`src/design/tsb_pkg.sv`:
```
// shared types and constants for the timer slot bank
package tsb_pkg;

  localparam int unsigned TIME_W   = 64;
  localparam int unsigned PERIOD_W = 31;
  localparam int unsigned INCR_W   = 32;
  localparam int unsigned SLOT_W   = 4;

  localparam logic [INCR_W-1:0] INCR_RESET = 32'd54945055;

  // packed slot entry: callback flag, reload period, expiry time
  localparam int unsigned ENTRY_W  = TIME_W + PERIOD_W + 1;
  localparam int unsigned EXP_LSB  = 0;
  localparam int unsigned PER_LSB  = TIME_W;
  localparam int unsigned CB_BIT   = TIME_W + PERIOD_W;

  typedef enum logic [1:0] {
    FUNC_TICK   = 2'd0,
    FUNC_SET    = 2'd1,
    FUNC_CANCEL = 2'd2,
    FUNC_READ   = 2'd3
  } func_t;

  typedef enum logic [2:0] {
    KIND_SET_ACK    = 3'd0,
    KIND_CANCEL_ACK = 3'd1,
    KIND_STATE      = 3'd2,
    KIND_EXPIRED    = 3'd3,
    KIND_TICK_DONE  = 3'd4
  } kind_t;

endpackage

```
`src/design/tsb_ram.sv`:
```
// generic simple dual port ram, one write port and one registered read port
module tsb_ram #(
  parameter int unsigned WIDTH = 8,
  parameter int unsigned DEPTH = 16
) (
  clk,
  we,
  waddr,
  wdata,
  re,
  raddr,
  rdata
);

  localparam int unsigned AW = (DEPTH > 1) ? $clog2(DEPTH) : 1;

  input  logic             clk;
  input  logic             we;
  input  logic [AW-1:0]    waddr;
  input  logic [WIDTH-1:0] wdata;
  input  logic             re;
  input  logic [AW-1:0]    raddr;
  output logic [WIDTH-1:0] rdata;

  logic [WIDTH-1:0] mem [DEPTH];

  always_ff @(posedge clk) begin
    if (we) begin
      mem[waddr] <= wdata;
    end
    if (re) begin
      rdata <= mem[raddr];
    end
  end

endmodule

```
`src/design/timer_slot_bank_core.sv`:
```
// timer slot bank: set, cancel, read and tick operations over a bank of slots
//
//   channel   signals                                          direction
//   in        in_valid in_ready func slot due_time period      input
//             has_callback
//   out       out_valid out_ready kind slot_out flag           output
//             time_value last
//   config    tick_step_we tick_step                           input
//
// set, cancel and read give one result each.
// a tick walks the slots in order: when the output is taken at once, one
// slot entry per cycle is read from the slot ram and checked by the single
// compare and reload adder, then the tick done result follows.
// a fired slot stalls the walk while the output register is still full.
// reset clears the clock, the running and signaled flags; slot ram needs none.
module timer_slot_bank_core
  import tsb_pkg::*;
#(
  parameter int unsigned NUM_SLOTS = 16
) (
  input  logic                 clk,
  input  logic                 rst,
  input  logic                 tick_step_we,
  input  logic [INCR_W-1:0]    tick_step,
  input  logic                 in_valid,
  output logic                 in_ready,
  input  logic [1:0]           func,
  input  logic [SLOT_W-1:0]    slot,
  input  logic signed [TIME_W-1:0] due_time,
  input  logic [PERIOD_W-1:0]  period,
  input  logic                 has_callback,
  output logic                 out_valid,
  input  logic                 out_ready,
  output logic [2:0]           kind,
  output logic [SLOT_W-1:0]    slot_out,
  output logic                 flag,
  output logic [TIME_W-1:0]    time_value,
  output logic                 last
);

  localparam int unsigned AW = (NUM_SLOTS > 1) ? $clog2(NUM_SLOTS) : 1;
  localparam logic [AW-1:0] LAST_IDX = AW'(NUM_SLOTS - 1);

  typedef enum logic [1:0] {
    ST_IDLE,
    ST_WALK,
    ST_DONE
  } state_t;

  state_t state;

  logic [INCR_W-1:0]    incr;
  logic [TIME_W-1:0]    system_clock;
  logic [NUM_SLOTS-1:0] running;
  logic [NUM_SLOTS-1:0] signaled;
  logic [AW-1:0]        idx;

  logic                 accept;
  logic                 out_free;
  logic                 out_load;
  logic                 slot_ok;
  logic [AW-1:0]        slot_addr;
  logic [AW+SLOT_W-1:0] slot_ext;
  logic [AW+SLOT_W-1:0] idx_ext;
  logic [SLOT_W-1:0]    idx_slot;
  logic [TIME_W-1:0]    set_exp;

  logic                 ram_we;
  logic [AW-1:0]        ram_waddr;
  logic [ENTRY_W-1:0]   ram_wdata;
  logic                 ram_re;
  logic [AW-1:0]        ram_raddr;
  logic [ENTRY_W-1:0]   ram_rdata;

  logic [TIME_W-1:0]    rd_exp;
  logic [PERIOD_W-1:0]  rd_per;
  logic                 rd_cb;
  logic [TIME_W-1:0]    reload_exp;
  logic                 fire;
  logic                 advance;

  assign out_free = !out_valid || out_ready;
  assign in_ready = (state == ST_IDLE) && out_free;
  assign accept   = in_valid && in_ready;

  assign slot_ok   = (int'(slot) < int'(NUM_SLOTS));
  assign slot_ext  = {{AW{1'b0}}, slot};
  assign slot_addr = slot_ext[AW-1:0];
  assign idx_ext   = {{SLOT_W{1'b0}}, idx};
  assign idx_slot  = idx_ext[SLOT_W-1:0];

  // negative due time is relative to the current clock
  assign set_exp = due_time[TIME_W-1] ? (system_clock - $unsigned(due_time))
                                      : $unsigned(due_time);

  assign rd_exp     = ram_rdata[EXP_LSB +: TIME_W];
  assign rd_per     = ram_rdata[PER_LSB +: PERIOD_W];
  assign rd_cb      = ram_rdata[CB_BIT];
  assign reload_exp = rd_exp + {{(TIME_W-PERIOD_W){1'b0}}, rd_per};

  assign fire    = (state == ST_WALK) && running[idx] && (system_clock >= rd_exp);
  assign advance = (state == ST_WALK) && (!fire || out_free);

  // a new result enters the output register this cycle
  assign out_load = (accept && (func != FUNC_TICK)) || (advance && fire) ||
                    ((state == ST_DONE) && out_free);

  always_comb begin
    ram_we    = 1'b0;
    ram_waddr = slot_addr;
    ram_wdata = {has_callback, period, set_exp};
    if (state == ST_WALK) begin
      ram_waddr = idx;
      ram_wdata = {rd_cb, rd_per, reload_exp};
      ram_we    = advance && fire && (rd_per != '0);
    end else begin
      ram_we    = accept && (func == FUNC_SET) && slot_ok;
    end
  end

  // prefetch the next slot entry while the current one is checked
  always_comb begin
    if (state == ST_WALK) begin
      ram_re    = advance && (idx != LAST_IDX);
      ram_raddr = idx + AW'(1);
    end else begin
      ram_re    = accept && (func == FUNC_TICK);
      ram_raddr = '0;
    end
  end

  tsb_ram #(
    .WIDTH (ENTRY_W),
    .DEPTH (NUM_SLOTS)
  ) u_slot_ram (
    .clk   (clk),
    .we    (ram_we),
    .waddr (ram_waddr),
    .wdata (ram_wdata),
    .re    (ram_re),
    .raddr (ram_raddr),
    .rdata (ram_rdata)
  );

  always_ff @(posedge clk) begin
    if (rst) begin
      state        <= ST_IDLE;
      incr         <= INCR_RESET;
      system_clock <= '0;
      running      <= '0;
      signaled     <= '0;
      idx          <= '0;
      out_valid    <= 1'b0;
    end else begin
      if (tick_step_we) begin
        incr <= tick_step;
      end
      if (out_valid && out_ready && !out_load) begin
        out_valid <= 1'b0;
      end
      case (state)
        ST_IDLE: begin
          if (accept) begin
            slot_out   <= slot;
            time_value <= '0;
            last       <= 1'b1;
            case (func)
              FUNC_TICK: begin
                system_clock <= system_clock + {{(TIME_W-INCR_W){1'b0}}, incr};
                idx          <= '0;
                state        <= ST_WALK;
              end
              FUNC_SET: begin
                out_valid <= 1'b1;
                kind      <= KIND_SET_ACK;
                flag      <= slot_ok && running[slot_addr];
                if (slot_ok) begin
                  running[slot_addr]  <= 1'b1;
                  signaled[slot_addr] <= 1'b0;
                end
              end
              FUNC_CANCEL: begin
                out_valid <= 1'b1;
                kind      <= KIND_CANCEL_ACK;
                flag      <= slot_ok && running[slot_addr];
                if (slot_ok) begin
                  running[slot_addr] <= 1'b0;
                end
              end
              default: begin
                out_valid <= 1'b1;
                kind      <= KIND_STATE;
                flag      <= slot_ok && signaled[slot_addr];
              end
            endcase
          end
        end
        ST_WALK: begin
          if (advance) begin
            if (fire) begin
              out_valid     <= 1'b1;
              kind          <= KIND_EXPIRED;
              slot_out      <= idx_slot;
              flag          <= rd_cb;
              time_value    <= rd_exp;
              last          <= 1'b0;
              signaled[idx] <= 1'b1;
              if (rd_per == '0) begin
                running[idx] <= 1'b0;
              end
            end
            if (idx == LAST_IDX) begin
              state <= ST_DONE;
            end else begin
              idx <= idx + AW'(1);
            end
          end
        end
        ST_DONE: begin
          if (out_free) begin
            out_valid  <= 1'b1;
            kind       <= KIND_TICK_DONE;
            slot_out   <= '0;
            flag       <= 1'b0;
            time_value <= system_clock;
            last       <= 1'b1;
            state      <= ST_IDLE;
          end
        end
        default: begin
          state <= ST_IDLE;
        end
      endcase
    end
  end

endmodule
```
`config.mk`:
```
export PLATFORM = sky130hd
export DESIGN_NAME = timer_slot_bank_core
export DESIGN_NICKNAME = d
export VERILOG_FILES = /design/src/design/tsb_pkg.sv /design/src/design/tsb_ram.sv /design/src/design/timer_slot_bank_core.sv
export SDC_FILE = /design/constraint.sdc
export NUM_CORES = 2
export LEC_CHECK = 0
export BUFFER_PORTS_ARGS = -buffer_cell sky130_fd_sc_hd__buf_2
export CAP_MARGIN = 25
export CORE_ASPECT_RATIO = 2
export CORE_MARGIN = 2
export CORE_UTILIZATION = 45
export CTS_CLUSTER_SIZE = 30
export DETAILED_ROUTE_END_ITERATION = 12
export SLEW_MARGIN = 15
export SYNTH_ARGS = -nofsm -noshare
export SYNTH_HDL_FRONTEND = slang
export SYNTH_SLANG_ARGS = --single-unit
```
`constraint.sdc`:
```
create_clock -name clk -period 7.6 [get_ports clk]
set_input_delay 0.76 -clock clk [delete_from_list [all_inputs] [get_ports clk]]
set_output_delay 0.76 -clock clk [all_outputs]
set_load 0.02 [all_outputs]
```
* Word level (Yosys, flattened, before mapping)
Memory sizes are Yosys's and may differ from the RTL's. A register that Yosys moved wholly into a read port is not among the register bits.
Index checks and enable logic that the tools add are counted.
** Storage, ports and cells
- Memories kept :: 1
- Bits of input ports :: 139
- Output and inout bits :: 75
- Logic and storage cells :: 159
- RAM bits :: 1536
- Register bits :: 208
** Cells by class
- Order comparisons :: 5
- Bitwise logic cells :: 8
- Equality and inequality tests :: 17
- Mux-type cells :: 74
- Reductions and logical operators :: 38
- Add/subtract/negate cells :: 4
** Memories
- u_slot_ram.mem :: words 16, width 96, rd ports 1, clocked after memory_dff 1, write ports 1, RTL line tsb_ram.sv:25 : logic [WIDTH-1:0] mem [DEPTH];
** Operators by type and width (number)
- 2-to-1 mux 64 bit :: 5
- case mux 64 bit (3 select lines) :: 1
- 2-to-1 mux 16 bit :: 8
- 2-to-1 mux 96 bit :: 1
- case mux 16 bit (2 select lines) :: 3
- adder 64 x 31 -> 64 bit :: 1
- adder 64 x 32 -> 64 bit :: 1
- >= comparator 64 bit :: 1
- subtractor 64 bit :: 1
- bitwise AND 16 bit :: 3
- 2-to-1 mux 4 bit :: 10
- NOT 16 bit :: 2
- bitwise OR 16 bit :: 2
- logical NOT 31 bit :: 1
- nonzero test 31 bit :: 1
- 2-to-1 mux 1 bit :: 23
- case mux 3 bit (3 select lines) :: 2
- logical AND 1 bit :: 16
- AND reduction 5 bit :: 3
- binary-select mux 1 bit (select 4 bit) :: 3
- 2-to-1 mux 3 bit :: 4
- != test 2 bit, second input constant :: 6
- case mux 4 bit (3 select lines) :: 1
- AND reduction 6 bit :: 2
- other kinds (24) :: 45

* Longest topological paths before layout
- Depth in word-level cells :: 16
- Gate-level depth with buffers :: 15
- Mapped depth without buffers :: 14

* Hierarchy
Synthesis repeated with hierarchy kept, for this count alone.
** Unflattened totals
- Cell total of the unflattened synthesis :: 4979
- Area, all modules :: 80377.1 sq um
** Modules (own cells, without submodules)
- tsb_ram :: area each 60316.6 sq um, cells an instance 2460, times used 1
- timer_slot_bank_core :: area each 20060.5 sq um, cells an instance 2519, times used 1

* Worst setup path after synthesis
OpenSTA, ideal clock, no wires.
- Path kind :: register -> register
- Start point :: register u_slot_ram.rdata[59] (read register of u_slot_ram.mem)
- End point :: memory u_slot_ram.mem[13][0] in the netlist's numbering, enable pin
- Stages on the path, launching flop included :: 13
- Path slack :: 105 ps
- Period minus slack after synthesis :: 7495 ps
- Arrival time :: 6943 ps
- Cells stage by stage :: edfxtp_1 inv_1 ha_1 nand4_1 nor3_2 nor4b_4 nand4_1 or4_4 a2111oi_4 o21ai_2 o31ai_1 nand2_1 nor2_1
** Between the ends
- Longest elaborated chain between the ends :: 10
** Ends and longest elaborated chain
- start: declaration :: RTL line tsb_ram.sv:23 : output logic [WIDTH-1:0] rdata;
- >= comparator 64 bit * :: RTL line timer_slot_bank_core.sv:101 : assign fire = (state == ST_WALK) && running[idx] && (system_clock >= rd_exp);
- logical AND 1 bit * :: RTL line timer_slot_bank_core.sv:101
- logical NOT 1 bit :: RTL line timer_slot_bank_core.sv:102 : assign advance = (state == ST_WALK) && (!fire || out_free);
- logical OR 1 bit :: RTL line timer_slot_bank_core.sv:102
- logical AND 1 bit :: RTL line timer_slot_bank_core.sv:102
- logical AND 1 bit * (2 in a row) :: RTL line timer_slot_bank_core.sv:115 : ram_we = advance && fire && (rd_per != '0);
- 2-to-1 mux 1 bit * :: RTL line timer_slot_bank_core.sv:112 : if (state == ST_WALK) begin
- 2-to-1 mux 1 bit * :: RTL line tsb_ram.sv:28 : if (we) begin
- 2-to-1 mux 1 bit (not written as such) * :: RTL line tsb_ram.sv:29 : mem[waddr] <= wdata;
- end: declaration :: RTL line tsb_ram.sv:25
Mark *: on every way between the ends. The rest lies on a longest branch, timed or not.

* Worst setup path after layout
- Start point :: register u_slot_ram.rdata[59] (read register of u_slot_ram.mem)
- End point :: memory u_slot_ram.mem[1][85] in the netlist's numbering, enable pin
The elaborated chain is that of the path after synthesis.

==> results by group <==
Clocking
  • Worst-path clk slew: ~0.06 ns
  • TritonCTS clock tree: done
  • Cts repair resizes: 0
  • Clk sinks: about 1.8k
  • Postcts setup bufs: 0
  • Cts hold-fix bufs: 0
  • Later-pin clock latency in the skew report: 0.82 ns
  • Root buffer cell: clkbuf_16
  • Maximum level of the CTS H-tree: 4
  • CTS max path bufs: 4
  • Num CTS Buffers: 165

Drt
  • Routed len/inst: 28.1 um
  • Pre-Repair DR Iteration Count: 6
  • Residual DRC: 0
  • Drt initial violations: approximately 4.6k
  • Detailed-route via count: between 50k and 60k
  • Antenna viol nets, final: 0
  • DR vias/cell: 6.05
  • Final WL: 246000 um

GRT
  • Global route total overflow: 0
  • Initial antenna violation count: 13
  • First-pass GRT wire length: roughly 360000 um
  • Vias in the first global route: about 53k
  • Pin count of the biggest net entering global routing: 135
  • Gr usage total: 0.257

Power and ir drop
  • Tot Pwr: 21.2 mW
  • Psw: a little under 5 mW
  • Switching Fraction: 0.233
  • Peak VDD IR: between 0.00015 and 0.0002 V
  • Clock Power Share: 0.384
  • Comb pwr share: 0.076
  • Seq pwr share: 0.540
  • PD cells: 228 nW/um2
  • P_leak: 31.8 nW
  • Cell internal pwr: between 15 and 20 mW

Timing
  • Worst Max-Slew Pin Slew: about 1.2 ns
  • RSZ-0062 raised after global routing: no
  • Relative slew slack: 0.178
  • Setup Viol. Count Final: 0
  • Worst Clk Skew: around 0.044 ns
  • Hold Vio Cnt, Final: 0
  • Setup TNS: 0 ns
  • Worst setup margin: around 1.3 ns
  • Slew Viols, Final: 0
  • Final period util: 0.824
  • Max Clk Rate: 160 MHz
  • Minimum clock period: about 6.3 ns

Yosys
  • Post-synth top area share: 0.616
  • Adder-cell area share of the yosys netlist: 0.0311
  • Synth Area in Compound Gates: 0.110
  • Post-synthesis mux area share: 0.0911
  • Number of enable flip-flop cells after synthesis: around 1.7k
  • Yosys top cell by area: edfxtp_1
  • Register area share after synthesis: 0.648
  • Largest family of logic cells by synthesized area: compound AO/OA/AOI/OAI gates
  • Async SR Flop Fraction: 0
  • Synth cell types: between 80 and 90
  • Synth top area cells: edfxtp_1, mux2i_1, mux4_2, dfxtp_1, ha_1
  • Xor and xnor area share after synthesis: 0.0155
  • Synth Area in Simple Gates: 0.0784
  • Cell Area, Synth: 83100 um2
  • Syn nets: roughly 6.4k
  • Ys Warns: 0
  • Main synth FF type: edfxtp_1
  • Synth Area per Inst: about 14 um2
  • Yosys reg bits: approximately 1.8k
  • Post-Syn Instances: slightly above 6k

Setup path
  • Worst reg-to-reg setup slack: 1.34 ns
  • Reg2Reg Launch Point: u_slot_ram.rdata[59]
  • Setup crit start: u_slot_ram.rdata[59]
  • R2R depth: 14
  • Worst setup EP type: flop
  • Crit Path Max Fanout: 15
  • Startpoint type of the worst setup path: flop
  • Arr. time, crit path: slightly below 7 ns
  • Data required, critical path: about 8 ns
  • Setup CP Type: reg2reg

Place
  • RD Place Congestion: 0.940
  • Pre-CTS setup slack: roughly 1.3 ns
  • Cell count after placement: approximately 8.4k
  • PortBufs: approximately 210
  • DP Wirelength: approximately 160000 um

Die
  • Die ar.: approximately 190000 um2
  • Die X: around 310 um
  • Initial core utilization: 0.452
  • I/O pins: between 200 and 250
  • CORE AREA: about 180000 um2
  • Rows: around 220
  • Die H: between 600 and 700 um

Cells and area
  • P&R area growth vs syn: 11.9%
  • Commonest non-fill, non-tap cell in the layout: edfxtp_1
  • Layout Utilization: 0.505
  • Finished Layout Cells: a little under 9k
  • Fin nets: approximately 6.6k
  • Most frequent cells in the layout: edfxtp_1, nand2_1, mux2i_1
  • Filler cells: 15.6k
  • Share of layout cells above drive strength 1: 0.133

Min path
  • Hold path startpoint: tick_step[0]
  • Worst Hold Depth: 3
  • Worst hold path type: in2reg

Run
  • Max Cap Viol: 0

Outcome
  • Status: complete, no violations
-- cells in the mapped netlist, types with 6 or more instances --
cell type / count
a21o_1: 101
a22o_1: 74
mux2i_1: 410
a221oi_1: 14
nand2_1: 603
nor2b_1: 39
or3_1: 14
a32o_1: 7
a221oi_2: 6
a31oi_1: 41
inv_1: 180
xnor2_1: 93
o21ai_0: 236
and4_1: 8
a311oi_1: 159
mux4_2: 129
clkbuf_1: 289
a21oi_1: 299
o41ai_1: 9
o211a_1: 6
edfxtp_1: 1705
nand4_1: 45
o211ai_1: 29
and2_1: 177
and3_1: 38
ha_1: 202
mux2_2: 41
xor2_1: 54
mux2_1: 9
o31ai_1: 15
buf_1: 69
nor2_1: 227
o21a_1: 36
a211o_1: 10
a211oi_1: 194
o21ai_1: 15
dfxtp_1: 135
o2111ai_1: 6
o21bai_1: 21
nor4_1: 14
nand2b_1: 18
nor3_1: 121
nand3_1: 77
-- per-stage QoR --
step                hold slack, ns  area (um2)
floorplan                    0.435       83100
global placement             0.449       87800
detailed placement           0.468       87900
CTS                          0.127       93000
global route                 0.171       93000
finish                       0.169       93000
-- registers in the layout, indices dropped and copies added, names as in the netlist, named ones only --
| signal | flops |
|---|---|
| flag | 1 |
| idx | 4 |
| incr | 32 |
| kind | 3 |
| last | 1 |
| out_valid | 1 |
| signaled | 16 |
| slot_out | 4 |
| state | 2 |
| system_clock | 64 |
| time_value | 64 |
| u_slot_ram.mem | 1536 |
| u_slot_ram.rdata | 96 |
-- final cells by class --
cell class	instances	area, um2	area share
Inverter	182	688	0.00740
Multi-Input combinational cell	3683	27400	0.295
Antenna cell	5	12.5	0.000135
Tap cell	2362	2960	0.0318
Sequential cell	1840	53900	0.579
Timing Repair Buffer	384	2990	0.0321
Clock inverter	85	673	0.00724
Clock buffer	205	4370	0.0470
-- layer usage --
metal | part of all wire | up-vias | global-route usage
met5 | 0.000049 | - | 0
met4 | 0.046 | 2 | 0.110
met3 | 0.049 | 449 | 0.0248
met2 | 0.52 | 1778 | 0.466
met1 | 0.38 | 27000 | 0.309
li1 | - | 23700 | -
-- cells by family after synthesis --
family	count (synthesis)
xor gates and xnor gates	147
and+or+nand+nor	1404
buffers and inverters	549
AOI/OAI and AO/OA	1338
adders and majority gates	205
DFF	1840
muxes	589
-- power by group through the flow --
stage | Combinational, mW | Clock (mW) | Sequential (mW)
global placement | 1.56 | 0 | 11.7
CTS | 1.60 | 8.29 | 11.5
floorplan | 0.926 | 0 | 11.6
global route | 1.74 | 8.62 | 11.5
detailed placement | 1.59 | 0 | 11.7
finish | 1.61 | 8.15 | 11.5
-- worst max-delay path, cell delays in order, from the launching register on --
cell and delay (ns):
edfxtp_1 0.43, inv_1 0.08, ha_1 0.31, nand4_1 0.11, nor3_2 0.48, nor4b_4 0.37, nand4_1 0.22, or4_4 0.65
o22ai_1 0.18, a211o_1 0.48, o21ai_2 0.24, o31ai_1 0.68, nand2_1 0.44, nor2_4 0.87, buf_4 0.36
-- path summary, 6_finish.rpt --
path                           end
max          u_slot_ram.mem[1][85]
min                        incr[0]
max reg2reg  u_slot_ram.mem[1][85]
min reg2reg               incr[13]
Note: power is estimated with default switching activity, not from simulation.
